==> config.mk <==
export PLATFORM = sky130hd
export DESIGN_NAME = aligned_region_splitter_slot_writer_core
export DESIGN_NICKNAME = d
export VERILOG_FILES = /design/src/rtl/core/arss_pkg.sv /design/src/rtl/core/arss_gran_unit.sv /design/src/rtl/core/aligned_region_splitter_slot_writer_core.sv
export SDC_FILE = /design/constraint.sdc
export NUM_CORES = 1
export LEC_CHECK = 0
export ABC_AREA = 1
export BUFFER_PORTS_ARGS = -buffer_cell sky130_fd_sc_hd__buf_2
export CELL_PAD_IN_SITES_DETAIL_PLACEMENT = 1
export CELL_PAD_IN_SITES_GLOBAL_PLACEMENT = 1
export CORE_AREA = 10 10 164 166
export DETAILED_ROUTE_END_ITERATION = 8
export DIE_AREA = 0 0 174 176
export PLACE_DENSITY = 0.89
export SLEW_MARGIN = 20
export SYNTH_ARGS = -nofsm -noshare
export SYNTH_HDL_FRONTEND = slang
export SYNTH_SLANG_ARGS = --single-unit
export TNS_END_PERCENT = 30
==> constraint.sdc <==
create_clock -name i_clk -period 11.5 [get_ports i_clk]
set_clock_uncertainty 0.2 [all_clocks]
set_input_delay 1.725 -clock i_clk [delete_from_list [all_inputs] [get_ports i_clk]]
set_output_delay 1.725 -clock i_clk [all_outputs]
set_load 0.01 [all_outputs]
==> src/rtl/core/arss_pkg.sv <==
// Shared types and constants for the aligned region splitter core.
// No dependencies.
`timescale 1ns / 1ps

package arss_pkg;

    // Default number of range slots
    localparam int SLOT_COUNT_DEF = 16;

    // Stream widths (fields packed from bit 0, tdata padded to whole bytes)
    localparam int S_TDATA_W = 72;   // start_addr, region_size, permission
    localparam int M_TDATA_W = 40;   // slot_index, slot_word
    localparam int M_TUSER_W = 2;    // status

    // Granule exponents: 2 GiB down to 4 KiB, 1 MiB minimum accepted
    localparam logic [4:0] EXP_MAX    = 5'd31;
    localparam logic [4:0] EXP_MIN    = 5'd12;
    localparam logic [4:0] EXP_MIN_OK = 5'd20;

    // Result status codes
    localparam logic [1:0] STAT_OK         = 2'd0;
    localparam logic [1:0] STAT_NO_GRANULE = 2'd1;
    localparam logic [1:0] STAT_SMALL      = 2'd2;
    localparam logic [1:0] STAT_FULL       = 2'd3;

    // Sequencer states
    typedef enum logic [1:0] {
        S_IDLE,
        S_SEARCH,
        S_OUT
    } t_state;

    // Granule test result
    typedef struct packed {
        logic        fit;
        logic [31:0] chunk;
    } t_gran_res;

endpackage

==> src/rtl/core/arss_gran_unit.sv <==
// Shared granule test: does a 2^exp chunk fit the remaining size and alignment.
// Depends on arss_pkg.
`timescale 1ns / 1ps

module arss_gran_unit (
    input  logic [31:0]          i_addr,
    input  logic [31:0]          i_size,
    input  logic [4:0]           i_exp,
    output arss_pkg::t_gran_res  o_res
);

    logic [31:0] w_chunk;
    logic        w_size_ok;
    logic        w_align_ok;

    // Chunk decode, size compare by shift, alignment by mask
    always_comb begin
        w_chunk    = 32'd1 << i_exp;
        w_size_ok  = (i_size >> i_exp) != 32'd0;
        w_align_ok = (i_addr & (w_chunk - 32'd1)) == 32'd0;
        o_res.fit   = w_size_ok & w_align_ok;
        o_res.chunk = w_chunk;
    end

endmodule

==> src/rtl/core/aligned_region_splitter_slot_writer_core.sv <==
// Search: a chunk is tested one exponent per cycle, from 31 down to 12, and its
//   result shows the cycle after the last test; after a result is taken the next
//   chunk search restarts at 31. A zero-size request is taken but gives no result.
// Throughput: one request at a time; ready again once the last result is taken.
// Reset: synchronous, active low; returns to idle and marks every slot free.
`timescale 1ns / 1ps

module aligned_region_splitter_slot_writer_core #(
    parameter int SLOT_COUNT = arss_pkg::SLOT_COUNT_DEF
) (
    input  logic                           i_clk,
    input  logic                           i_rst_n,
    input  logic                           s_axis_tvalid,
    output logic                           s_axis_tready,
    // [31:0] start_addr, [63:32] region_size, [65:64] permission
    input  logic [arss_pkg::S_TDATA_W-1:0] s_axis_tdata,
    output logic                           m_axis_tvalid,
    input  logic                           m_axis_tready,
    // [3:0] slot_index, [35:4] slot_word
    output logic [arss_pkg::M_TDATA_W-1:0] m_axis_tdata,
    // [1:0] status
    output logic [arss_pkg::M_TUSER_W-1:0] m_axis_tuser,
    output logic                           m_axis_tlast
);

    localparam int FW = $clog2(SLOT_COUNT + 1);

    arss_pkg::t_state    r_state, n_state;
    logic [FW-1:0]       r_fill, n_fill;
    logic [31:0]         r_addr, n_addr;
    logic [31:0]         r_size, n_size;
    logic [1:0]          r_perm, n_perm;
    logic [4:0]          r_exp, n_exp;
    logic [3:0]          r_idx, n_idx;
    logic [31:0]         r_word, n_word;
    logic [1:0]          r_status, n_status;
    logic                r_last, n_last;

    arss_pkg::t_gran_res w_gran;
    logic [FW+3:0]       w_fill_ext;
    logic                w_full;
    logic [31:0]         w_size_left;
    logic [4:0]          w_code;

    // Shared granule tester
    arss_gran_unit u_gran (
        .i_addr (r_addr),
        .i_size (r_size),
        .i_exp  (r_exp),
        .o_res  (w_gran)
    );

    // Slots fill in order, so the lowest free slot is the fill count
    assign w_fill_ext  = {4'b0000, r_fill};
    assign w_full      = r_fill == FW'(SLOT_COUNT);
    assign w_size_left = r_size - w_gran.chunk;
    assign w_code      = r_exp - arss_pkg::EXP_MIN;

    // State register and control
    always_ff @(posedge i_clk) begin
        if (!i_rst_n) begin
            r_state <= arss_pkg::S_IDLE;
            r_fill  <= '0;
        end else begin
            r_state <= n_state;
            r_fill  <= n_fill;
        end
    end

    // Working and output payload
    always_ff @(posedge i_clk) begin
        r_addr   <= n_addr;
        r_size   <= n_size;
        r_perm   <= n_perm;
        r_exp    <= n_exp;
        r_idx    <= n_idx;
        r_word   <= n_word;
        r_status <= n_status;
        r_last   <= n_last;
    end

    // Sequencer
    always_comb begin
        n_state  = r_state;
        n_fill   = r_fill;
        n_addr   = r_addr;
        n_size   = r_size;
        n_perm   = r_perm;
        n_exp    = r_exp;
        n_idx    = r_idx;
        n_word   = r_word;
        n_status = r_status;
        n_last   = r_last;
        unique case (r_state)
            arss_pkg::S_IDLE: begin
                if (s_axis_tvalid) begin
                    n_addr = s_axis_tdata[31:0];
                    n_size = s_axis_tdata[63:32];
                    n_perm = s_axis_tdata[65:64];
                    n_exp  = arss_pkg::EXP_MAX;
                    if (s_axis_tdata[63:32] != 32'd0) begin
                        n_state = arss_pkg::S_SEARCH;
                    end
                end
            end
            arss_pkg::S_SEARCH: begin
                // error results carry zero index and word and end the request
                n_idx  = 4'd0;
                n_word = 32'd0;
                n_last = 1'b1;
                if (w_gran.fit) begin
                    n_state = arss_pkg::S_OUT;
                    if (r_exp < arss_pkg::EXP_MIN_OK) begin
                        n_status = arss_pkg::STAT_SMALL;
                    end else if (w_full) begin
                        n_status = arss_pkg::STAT_FULL;
                    end else begin
                        // fresh slot: range enable and undefined-range bits stay clear
                        n_status = arss_pkg::STAT_OK;
                        n_idx    = w_fill_ext[3:0];
                        n_word   = {r_addr[31:12], w_code, 4'b0000, r_perm, 1'b1};
                        n_last   = w_size_left == 32'd0;
                        n_addr   = r_addr + w_gran.chunk;
                        n_size   = w_size_left;
                        n_fill   = r_fill + FW'(1);
                    end
                end else if (r_exp == arss_pkg::EXP_MIN) begin
                    n_status = arss_pkg::STAT_NO_GRANULE;
                    n_state  = arss_pkg::S_OUT;
                end else begin
                    n_exp = r_exp - 5'd1;
                end
            end
            arss_pkg::S_OUT: begin
                if (m_axis_tready) begin
                    n_exp   = arss_pkg::EXP_MAX;
                    n_state = r_last ? arss_pkg::S_IDLE : arss_pkg::S_SEARCH;
                end
            end
            default: begin
                n_state = arss_pkg::S_IDLE;
            end
        endcase
    end

    // Ports
    assign s_axis_tready = r_state == arss_pkg::S_IDLE;
    assign m_axis_tvalid = r_state == arss_pkg::S_OUT;
    assign m_axis_tdata  = {4'b0000, r_word, r_idx};
    assign m_axis_tuser  = r_status;
    assign m_axis_tlast  = r_last;

endmodule

==> flow_metrics.py, run 1 <==
metrics = {
    "routing": {
        "drtAntennaViolNets": 0,
        "viasPerCell": 5.64,
        "finalWirelength_mm": 38.8,
        "drt-pass1-iter-count": 6,
        "wl_per_cell_microns": 19.5,
        "drt_iter0_markers": 850,
        "drc": 0,
        "dr_total_vias": 11200,
    },
    "placed_design": {
        "dpl_worst_slack_ps": 5950,
        "hpwl_mm": 30.3,
        "dpl_cell_area_sq_um": 11700,
        "dp_cells": 1959,
        "gp_congestion": 0.905,
        "port-buffer-count": 106,
    },
    "clocking": {
        "cts_max_level": 4,
        "cts_tree": "built",
        "cts_inserted_buffers": 17,
        "hold_buffers": 0,
        "clock_latency_ps": 430,
        "cts_setup_buffers": 0,
        "cts_resized": 0,
        "cts.path.max_buffers": 2,
        "cts.clk_slew.worst_paths_ps": 60,
        "clock-sinks": 113,
        "cts-root-buf": "clkbuf_16",
    },
    "yosys": {
        "yosysTopAreaCellShare_pct": 29.0,
        "synth.distinct_cells": 52,
        "yosysWarnings": 0,
        "synth_cells": 1563,
        "ys_seq_area_share_pct": 30.3,
        "yosys-top-cells-area": "edfxtp_1 29%, nand2_1 15%, ha_1 8.3%",
        "synth_area_per_cell_sq_um": 7.01,
        "synth_area_leader_cell": "edfxtp_1",
        "synth_area_sq_um": 11000,
        "synth-edff-count": 106,
        "ys_async_sr_fraction_pct": 0,
        "ys_ff_latch": 113,
        "ys.flop_type": "edfxtp_1",
    },
    "floorplan": {
        "die_w_microns": 174,
        "core_sq_um": 23800,
        "die_y_microns": 176,
        "start_util_pct": 46.0,
        "io_pins": 121,
        "dieArea_sq_um": 30600,
        "num_rows": 57,
    },
    "global_route": {
        "met3_usage_pct": 4.08,
        "grt_max_degree": 85,
        "grt_busiest_layer": "met2",
        "grt_use_met1_pct": 31.9,
        "grtUsageTotal_pct": 25.0,
        "grt_pass1_wl_mm": 62.5,
        "grt_util_met2_pct": 42.6,
        "grt_pass1_vias": 11800,
        "antenna_found_initial": 0,
        "grt_overflow": 0,
    },
    "sta": {
        "slew_headroom_pct": 21.8,
        "finalHoldViolations": 0,
        "fmax_mhz": 173,
        "finalSetupTns_ps": 0,
        "whs_ps": 291,
        "min_period_over_period_pct": 50.4,
        "fin_ws_ps": 5710,
        "slew_viol_final": 0,
        "setup_viol": 0,
        "rsz0062_at_grt": "no",
        "min_period_ps": 5790,
        "worst_slew_pin_slew_ps": 1140,
    },
    "critical_path": {
        "worst_setup_path_end_kind": "register",
        "cp.required_ps": 11350,
        "crit_fanout": 64,
        "cp.arrival_ps": 5640,
        "critPathLaunchType": "register",
        "worst-setup-path-type": "reg2reg",
    },
    "cells_and_area": {
        "drive_gt1_share_pct": 14.3,
        "final_util_pct": 51.7,
        "final_cell_area_sq_um": 12300,
        "area_growth_syn_to_layout_pct": 12.4,
        "stdcell_count": 1992,
        "nNetsFinal": 1805,
    },
    "job": {
        "max-cap-violations": 0,
    },
    "status": {
        "status": "complete, no violations",
    },
    "hold_path": {
        "hold_class": "reg2reg",
    },
    "power_and_ir_drop": {
        "power_density_nw_per_um2": 120,
        "p_leak_nw": 6.09,
        "ir_worst_vdd_mv": 0.0965,
        "power.total_mw": 1.47,
    },
}
[where the power goes]
group	switching (mW)	internal [mW]	leakage (nW)
sequential	0.0269	0.495	1.06
combinational	0.245	0.116	4.72
clock	0.225	0.367	0.303
[sequential cells by signal, summed over array words and instances (netlist names)]
| signal | cells |
|---|---|
| r_state | 2 |
| r_perm | 2 |
| m_axis_tuser | 2 |
| m_axis_tlast | 1 |
| r_fill | 5 |
| r_size | 32 |
| r_exp | 5 |
| r_idx | 4 |
| r_addr | 32 |
| r_word | 28 |
[worst max-delay path: stages (launching register included)]
cell and delay [ps]:
edfxtp_1 380, buf_4 240, inv_1 200, buf_4 310
ha_1 670, nand3_1 400, ha_1 370, nand3_1 230
nand2_1 90, nand3_1 100, nand2_1 50, nor2_1 260
nand3_1 140, nor2_2 110, nand3_2 130, inv_2 110
nand2_4 90, nor2_8 120, inv_4 180, o22ai_4 140
buf_4 710
[synth_stat cells, types with 6 or more instances]
library cell	count
nand3b_1	7
clkbuf_1	20
edfxtp_1	106
inv_2	12
nand2_2	8
buf_4	9
nor3_1	14
a31oi_1	15
nor4_1	9
buf_2	10
a21oi_1	91
xnor2_1	16
o21ai_0	92
buf_6	10
inv_1	158
nor2_2	25
dfxtp_1	7
o211ai_1	11
nor2_4	11
o211ai_2	6
nand4_1	36
nand3_1	141
nand2_1	434
nor2_1	144
nand3_2	13
ha_1	73
xor2_1	31
[cell type report]
class | count | area (sq um)
Tap cell | 324 | 405
Sequential cell | 113 | 3320
Clock buffer | 18 | 429
Inverter | 174 | 661
Fill cell | 3197 | 11500
Timing Repair Buffer | 114 | 591
Multi-Input combinational cell | 1234 | 6700
Antenna cell | 1 | 2.50
Clock inverter | 14 | 204
[path summary, 6_finish.rpt]
kind	from	to	slack (ps)	cells past startpoint
hold reg to reg	r_fill[3]	r_fill[3]	290	2
hold / removal	r_fill[3]	r_fill[3]	290	2
setup reg to reg	r_exp[1]	r_addr[31]	5710	20
setup / recovery	r_exp[1]	r_addr[31]	5710	20
[per-layer routing]
metal / share of wire, % / routed length (microns)
met5: 0 / 0
met4: 2.4 / 911
met3: 5.8 / 2250
met2: 48 / 18600
met1: 44 / 17000
[cells in the final DEF (no fill, tap or decap), types with 16 or more instances in the layout]
| cell | Yosys | final |
|---|---|---|
| o21ai_0 | 92 | 92 |
| nand3_1 | 141 | 141 |
| nand4_1 | 36 | 36 |
| nand2_1 | 434 | 434 |
| buf_2 | 10 | 106 |
| inv_1 | 158 | 157 |
| edfxtp_1 | 106 | 106 |
| xnor2_1 | 16 | 16 |
| nor2_2 | 25 | 25 |
| nor2_1 | 144 | 143 |
| xor2_1 | 31 | 31 |
| clkbuf_16 | 0 | 17 |
| a21oi_1 | 91 | 91 |
| ha_1 | 73 | 73 |
[cell families after synthesis]
kind of cell / after synthesis / share of synthesized area, %
buffers and inverters: 227 / 9.11
AO/OA/AOI/OAI: 243 / 12.7
AND/OR/NAND/NOR: 857 / 35.4
adder cells (fa/ha/maj): 75 / 8.70
flip-flops: 113 / 30.3
other: 1 / 0.0342
XOR/XNOR: 47 / 3.76
Power figures use the tool's default switching activity.
==> run 2: changes to the inputs <==
--- a/config.mk
+++ b/config.mk
@@ -9,10 +9,10 @@
 export BUFFER_PORTS_ARGS = -buffer_cell sky130_fd_sc_hd__buf_2
 export CELL_PAD_IN_SITES_DETAIL_PLACEMENT = 1
 export CELL_PAD_IN_SITES_GLOBAL_PLACEMENT = 1
-export CORE_AREA = 10 10 164 166
+export CORE_AREA = 10 10 177 179
 export DETAILED_ROUTE_END_ITERATION = 8
-export DIE_AREA = 0 0 174 176
-export PLACE_DENSITY = 0.89
+export DIE_AREA = 0 0 187 189
+export PLACE_DENSITY = 0.81
 export SLEW_MARGIN = 20
 export SYNTH_ARGS = -nofsm -noshare
 export SYNTH_HDL_FRONTEND = slang
==> constraint.sdc (replaced) <==
create_clock -name i_clk -period 4.9 [get_ports i_clk]
set_clock_uncertainty 0.2 [all_clocks]
set_input_delay 0.735 -clock i_clk [delete_from_list [all_inputs] [get_ports i_clk]]
set_output_delay 0.735 -clock i_clk [all_outputs]
set_load 0.01 [all_outputs]
==> run 2 against run 1 <==
Clock power increased by 120%. Die area up 15%. Cell count increased by 3.3%. Sequential power rose by 130%. Combinational power rose by 130%. Fmax is 31% higher. First-iteration DRC count decreased by 4.4%.
==> flow_metrics.py, run 2 (synthesis gave the netlist of run 1 again) <==
metrics = {
    "status": {
        "status": "complete, no violations",
    },
    "power_and_ir_drop": {
        "switchingPower_mw": 1.16,
        "ir_worst_vdd_mv": 0.158,
        "power_frac_seq_pct": 36.5,
        "power.total_mw": 3.35,
        "p_sw_share_pct": 34.5,
        "p_leak_nw": 6.13,
        "power_density_nw_per_um2": 269,
        "p_comb_share_pct": 24.9,
        "clkPwrFrac_pct": 38.5,
        "power.internal_mw": 2.20,
    },
    "clocking": {
        "cts_setup_buffers": 0,
        "hold_buffers": 0,
        "cts_tree": "built",
        "cts_max_level": 4,
        "cts_inserted_buffers": 17,
        "cts.clk_slew.worst_paths_ps": 60,
        "cts.path.max_buffers": 2,
        "clock-sinks": 113,
        "cts-root-buf": "clkbuf_16",
        "clock_latency_ps": 440,
    },
    "global_route": {
        "grt_pass1_wl_mm": 61.2,
        "antenna_found_initial": 0,
        "grt_pass1_vias": 11500,
        "grt_max_degree": 65,
        "grtUsageTotal_pct": 21.4,
        "grt_overflow": 0,
    },
    "floorplan": {
        "die_y_microns": 189,
        "core_sq_um": 27600,
        "dieArea_sq_um": 35300,
        "die_w_microns": 187,
        "io_pins": 121,
        "num_rows": 61,
        "start_util_pct": 39.7,
    },
    "sta": {
        "finalSetupTns_ps": 0,
        "fin_ws_ps": 489,
        "fmax_mhz": 227,
        "setup_viol": 0,
        "slew_viol_final": 0,
        "whs_ps": 285,
        "worst_slew_pin_slew_ps": 808,
        "min_period_ps": 4410,
        "finalHoldViolations": 0,
        "min_period_over_period_pct": 90.0,
        "slew_headroom_pct": 45.9,
        "rsz0062_at_grt": "no",
    },
    "hold_path": {
        "hold_class": "in2reg",
    },
    "job": {
        "max-cap-violations": 0,
    },
    "routing": {
        "drc": 0,
        "drt_iter0_markers": 813,
        "wl_per_cell_microns": 18.4,
        "viasPerCell": 5.35,
        "finalWirelength_mm": 37.9,
        "drt-pass1-iter-count": 6,
        "drtAntennaViolNets": 0,
        "dr_total_vias": 11000,
    },
    "cells_and_area": {
        "top_regs": "r_addr (32), r_size (32), r_word (28)",
        "nNetsFinal": 1818,
        "area_growth_syn_to_layout_pct": 13.6,
        "drive_gt1_share_pct": 15.0,
        "final_cell_mix": "434 x nand2_1, 157 x inv_1, 143 x nor2_1, 141 x nand3_1",
        "layout_commonest_cell": "nand2_1",
        "antenna_cells": 0,
        "final_cell_area_sq_um": 12400,
    },
    "critical_path": {
        "cp.arrival_ps": 4290,
        "cp.required_ps": 4780,
        "crit_fanout": 64,
        "worst-setup-path-type": "reg2reg",
        "critPathLaunchType": "register",
        "worst_setup_path_end_kind": "register",
    },
    "placed_design": {
        "dpl_cell_area_sq_um": 11900,
        "dpl_worst_slack_ps": 423,
        "gp_congestion": 0.950,
        "port-buffer-count": 106,
        "hpwl_mm": 30.8,
    },
}
## run 2: cell count changes in the layout (fill, tap and decap cells not counted)
| cell | before | now |
|---|---|---|
| buf_12 | 0 | 1 |
| buf_4 | 8 | 20 |
| bufinv_16 | 4 | 2 |
| clkinv_2 | 1 | 2 |
| clkinv_4 | 3 | 4 |
| diode_2 | 1 | 0 |
| inv_6 | 3 | 4 |
| inv_8 | 1 | 0 |
| nor3_1 | 14 | 13 |
| nor3_2 | 3 | 4 |
| o21ai_0 | 92 | 91 |
| o21ai_1 | 0 | 1 |
## run 2: area by class of cell
class,count,area (sq um)
flip-flops and latches,113,3320
clock inverters,14,155
clock buffers,18,429
inverters,174,661
repair buffers,127,701
multi-input cells,1234,6710
fillers,3655,15200
well taps,378,473
## run 2: metrics by stage
step                      util, %  instances
final                        45.1       2058
after global placement       42.9       2026
after global routing         45.1       2058
after CTS                    45.0       2058
after floorplan                 -       1574
after detailed placement     42.9       2026
## run 2: layer usage
| metal | vias up | routed length (microns) | global-route usage [%] |
|---|---|---|---|
| met1 | 5272 | 17900 | 28.2 |
| met4 | 0 | 567 | 5.89 |
| met3 | 30 | 1870 | 3.38 |
| met2 | 249 | 17600 | 35.5 |
| met5 | - | 0 | 0 |
| li1 | 5469 | - | - |
## run 2: final timing paths
| kind | startpoint | to | slack [ps] | cells after the start |
|---|---|---|---|---|
| min | s_axis_tdata[64] | r_perm[0] | 290 | 1 |
| max | r_exp[0] | r_addr[29] | 490 | 20 |
| min reg2reg | r_fill[0] | r_fill[0] | 330 | 2 |
| max reg2reg | r_exp[0] | r_addr[29] | 490 | 20 |
## run 2: power by group through the flow
stage	Sequential (mW)	Clock [mW]	Combinational [mW]
final	1.22	1.29	0.836
after floorplan	1.23	0	0.580
after detailed placement	1.25	0	0.829
after global routing	1.23	1.35	0.954
after CTS	1.23	1.31	0.838
after global placement	1.24	0	0.808
## run 2: timing repair
item | in CTS | in global routing
gates resized for setup | 0 | 1
setup endpoints to repair | 0 | 1
endpoints found under the hold margin | 0 | 0
## run 2: worst max-delay path, stage by stage (launching register included)
cell	delay [ps]
edfxtp_1	510
clkinv_1	190
ha_1	250
nand3_2	90
buf_4	130
ha_1	230
nand2_2	110
nor2_4	260
nand2_1	200
inv_2	140
nand4_1	90
nand3_1	80
nand2_1	50
nor2_1	250
nand2_1	110
nor2_2	130
nand2_4	90
nor2_8	110
inv_4	180
o22ai_4	180
buf_12	310
==> run 3: changes to the inputs <==
--- a/config.mk
+++ b/config.mk
@@ -9,12 +9,13 @@
 export BUFFER_PORTS_ARGS = -buffer_cell sky130_fd_sc_hd__buf_2
 export CELL_PAD_IN_SITES_DETAIL_PLACEMENT = 1
 export CELL_PAD_IN_SITES_GLOBAL_PLACEMENT = 1
-export CORE_AREA = 10 10 177 179
+export CORE_AREA = 10 10 182 184
 export DETAILED_ROUTE_END_ITERATION = 8
-export DIE_AREA = 0 0 187 189
+export DIE_AREA = 0 0 192 194
 export PLACE_DENSITY = 0.81
 export SLEW_MARGIN = 20
 export SYNTH_ARGS = -nofsm -noshare
 export SYNTH_HDL_FRONTEND = slang
+export SYNTH_HIERARCHICAL = 1
 export SYNTH_SLANG_ARGS = --single-unit
 export TNS_END_PERCENT = 30
==> run 3 against run 2 <==
Die area rose by 5.4%. Routed wire length rose by 20%. Cell count rose by 11%. Utilization fell by 1.1 points. Combinational power rose by 1%. Area after synthesis rose by 3.8%. Synthesized cell count rose by 14%. Sequential power barely moved. Power rose by 1.2%. Critical path type unchanged. Largest cell class unchanged. Largest power group unchanged. Highest routed layer unchanged.
==> flow_metrics.py, run 3 <==
metrics = {
    "hold_path": {
        "hold_class": "reg2reg",
    },
    "floorplan": {
        "dieArea_sq_um": 37200,
        "io_pins": 121,
        "num_rows": 63,
        "die_y_microns": 194,
        "start_util_pct": 38.7,
        "die_w_microns": 192,
        "core_sq_um": 29400,
    },
    "cells_and_area": {
        "area_growth_syn_to_layout_pct": 13.7,
        "layout_commonest_cell": "nand2_1",
        "multi_input_area_sq_um": 6660,
        "nNetsFinal": 2029,
        "final_util_pct": 44.0,
        "top_regs": "r_addr (32), r_size (32), r_word (28)",
        "drive_gt1_share_pct": 11.5,
        "regArea_sq_um": 3320,
        "final_cell_mix": "556 x nand2_1, 290 x inv_1, 189 x nor2_1, 127 x nand3_1",
        "fillers": 3972,
        "antenna_cells": 0,
    },
    "placed_design": {
        "gp_congestion": 0.933,
        "port-buffer-count": 106,
        "hpwl_mm": 36.8,
    },
    "routing": {
        "drt-pass1-iter-count": 4,
        "dr_total_vias": 12300,
        "drt_iter0_markers": 903,
        "finalWirelength_mm": 45.5,
        "wl_per_cell_microns": 19.9,
        "drtAntennaViolNets": 0,
        "drc": 0,
        "viasPerCell": 5.37,
    },
    "global_route": {
        "grt_overflow": 0,
        "grt_use_met1_pct": 31.3,
        "grt_pass1_vias": 12500,
        "met3_usage_pct": 3.42,
        "grtUsageTotal_pct": 24.1,
        "grt_max_degree": 54,
        "antenna_found_initial": 0,
        "grt_pass1_wl_mm": 70.0,
        "grt_util_met2_pct": 39.9,
        "grt_busiest_layer": "met2",
    },
    "yosys": {
        "synth_area_per_cell_sq_um": 6.39,
        "synth.distinct_cells": 60,
        "ys_ff_latch": 113,
        "ys_seq_area_share_pct": 29.2,
        "synth_cells": 1780,
        "synth_area_sq_um": 11400,
        "yosysMostFrequentCell": "nand2_1",
        "yosysWarnings": 6,
        "ys_async_sr_fraction_pct": 0,
        "synthTopCellsByCount": "556 x nand2_1, 291 x inv_1, 189 x nor2_1",
        "yosys-top-cells-area": "edfxtp_1 28%, nand2_1 18%, inv_1 9.6%",
        "ys.flop_type": "edfxtp_1",
        "yosysTopAreaCellShare_pct": 28.0,
        "synth_area_leader_cell": "edfxtp_1",
        "synth-edff-count": 106,
    },
    "critical_path": {
        "critPathLaunchType": "register",
        "worst_setup_path_end_kind": "register",
        "r2r_setup_slack_ps": 590,
        "cp.arrival_ps": 4230,
        "crit_fanout": 35,
        "cp.required_ps": 4820,
        "worst-setup-path-type": "reg2reg",
    },
    "power_and_ir_drop": {
        "power_density_nw_per_um2": 263,
        "power.internal_mw": 2.26,
        "ir_worst_vdd_mv": 0.255,
        "power_frac_seq_pct": 35.8,
        "p_leak_nw": 6.66,
        "clkPwrFrac_pct": 39.2,
        "switchingPower_mw": 1.13,
        "p_sw_share_pct": 33.4,
        "p_comb_share_pct": 25.0,
    },
    "sta": {
        "setup_viol": 0,
        "fmax_mhz": 232,
        "finalSetupTns_ps": 0,
        "min_period_ps": 4310,
        "worst_slew_pin_slew_ps": 749,
        "whs_ps": 286,
        "min_period_over_period_pct": 88.0,
        "slew_headroom_pct": 49.9,
        "finalHoldViolations": 0,
        "rsz0062_at_grt": "no",
        "slew_viol_final": 0,
    },
    "clocking": {
        "cts-root-buf": "clkbuf_16",
        "cts_max_level": 4,
        "cts.clk_slew.worst_paths_ps": 60,
        "cts_resized": 0,
        "cts.path.max_buffers": 2,
        "cts_tree": "built",
        "cts_setup_buffers": 0,
        "hold_buffers": 0,
        "clock_latency_ps": 440,
        "cts_inserted_buffers": 17,
        "clock-sinks": 113,
    },
    "job": {
        "max-cap-violations": 0,
    },
    "status": {
        "status": "complete, no violations",
    },
}
## run 3: cells by family (layout without fill, tap and decap cells)
kind of cell | count (synthesis) | in the layout | share of synthesized area (%)
flip-flops | 113 | 113 | 29.2
adder cells (fa/ha/maj) | 70 | 70 | 7.83
buffers and inverters | 357 | 465 | 12.6
XOR/XNOR | 24 | 24 | 1.85
AO/OA/AOI/OAI | 222 | 222 | 11.0
AND/OR/NAND/NOR | 992 | 992 | 37.4
other | 1 | 8 | 0.0330
multiplexers | 1 | 1 | 0.0880
## run 3: final timing paths
check,from,end,cells past startpoint
max,r_exp[3],r_addr[23],18
min,r_fill[4],r_fill[4],2
max reg2reg,r_exp[3],r_addr[23],18
min reg2reg,r_fill[4],r_fill[4],2
## run 3: power by group through the flow
stage | combinational, mW | clock (mW) | sequential [mW]
floorplan | 0.572 | 0 | 1.21
global placement | 0.801 | 0 | 1.23
detailed placement | 0.831 | 0 | 1.23
CTS | 0.840 | 1.34 | 1.21
global route | 0.952 | 1.37 | 1.22
finish | 0.848 | 1.33 | 1.22
## run 3: final cells by class
type	instances	area share, %
sequential	113	25.7
tap	390	3.77
timing repair buffer	126	5.46
clock buffer	20	3.38
inverter	308	8.96
clock inverter	11	1.27
multi-input combinational	1317	51.5
## run 3: per-stage QoR
step	worst slack [ps]	cells	cell area, sq um	total power [mW]
floorplan	854	1787	11400	1.78
detailed placement	636	2254	12300	2.06
global placement	773	2254	12300	2.03
CTS	603	2285	12900	3.39
global route	296	2285	12900	3.54
finish	586	2285	12900	3.39
## run 3: worst max-delay path, stage by stage, from the launching register on
cell	delay, ps
edfxtp_1	640
inv_2	180
nand3_1	200
ha_1	300
nand4_2	210
nor2_2	260
nand2_1	80
nand3_1	150
nand2_1	120
nor3_2	200
nand3_1	90
nor2_1	280
inv_1	110
nor2_2	240
inv_2	80
nor2_4	120
inv_1	130
o21ai_4	120
buf_12	260
## run 3: per-layer routing
| layer | share of wire (%) | wire [microns] | up-vias |
|---|---|---|---|
| met4 | 2.3 | 1030 | 0 |
| met3 | 5.5 | 2490 | 58 |
| li1 | - | - | 5927 |
| met1 | 45 | 20500 | 5933 |
| met2 | 47 | 21600 | 360 |
| met5 | 0 | 0 | - |
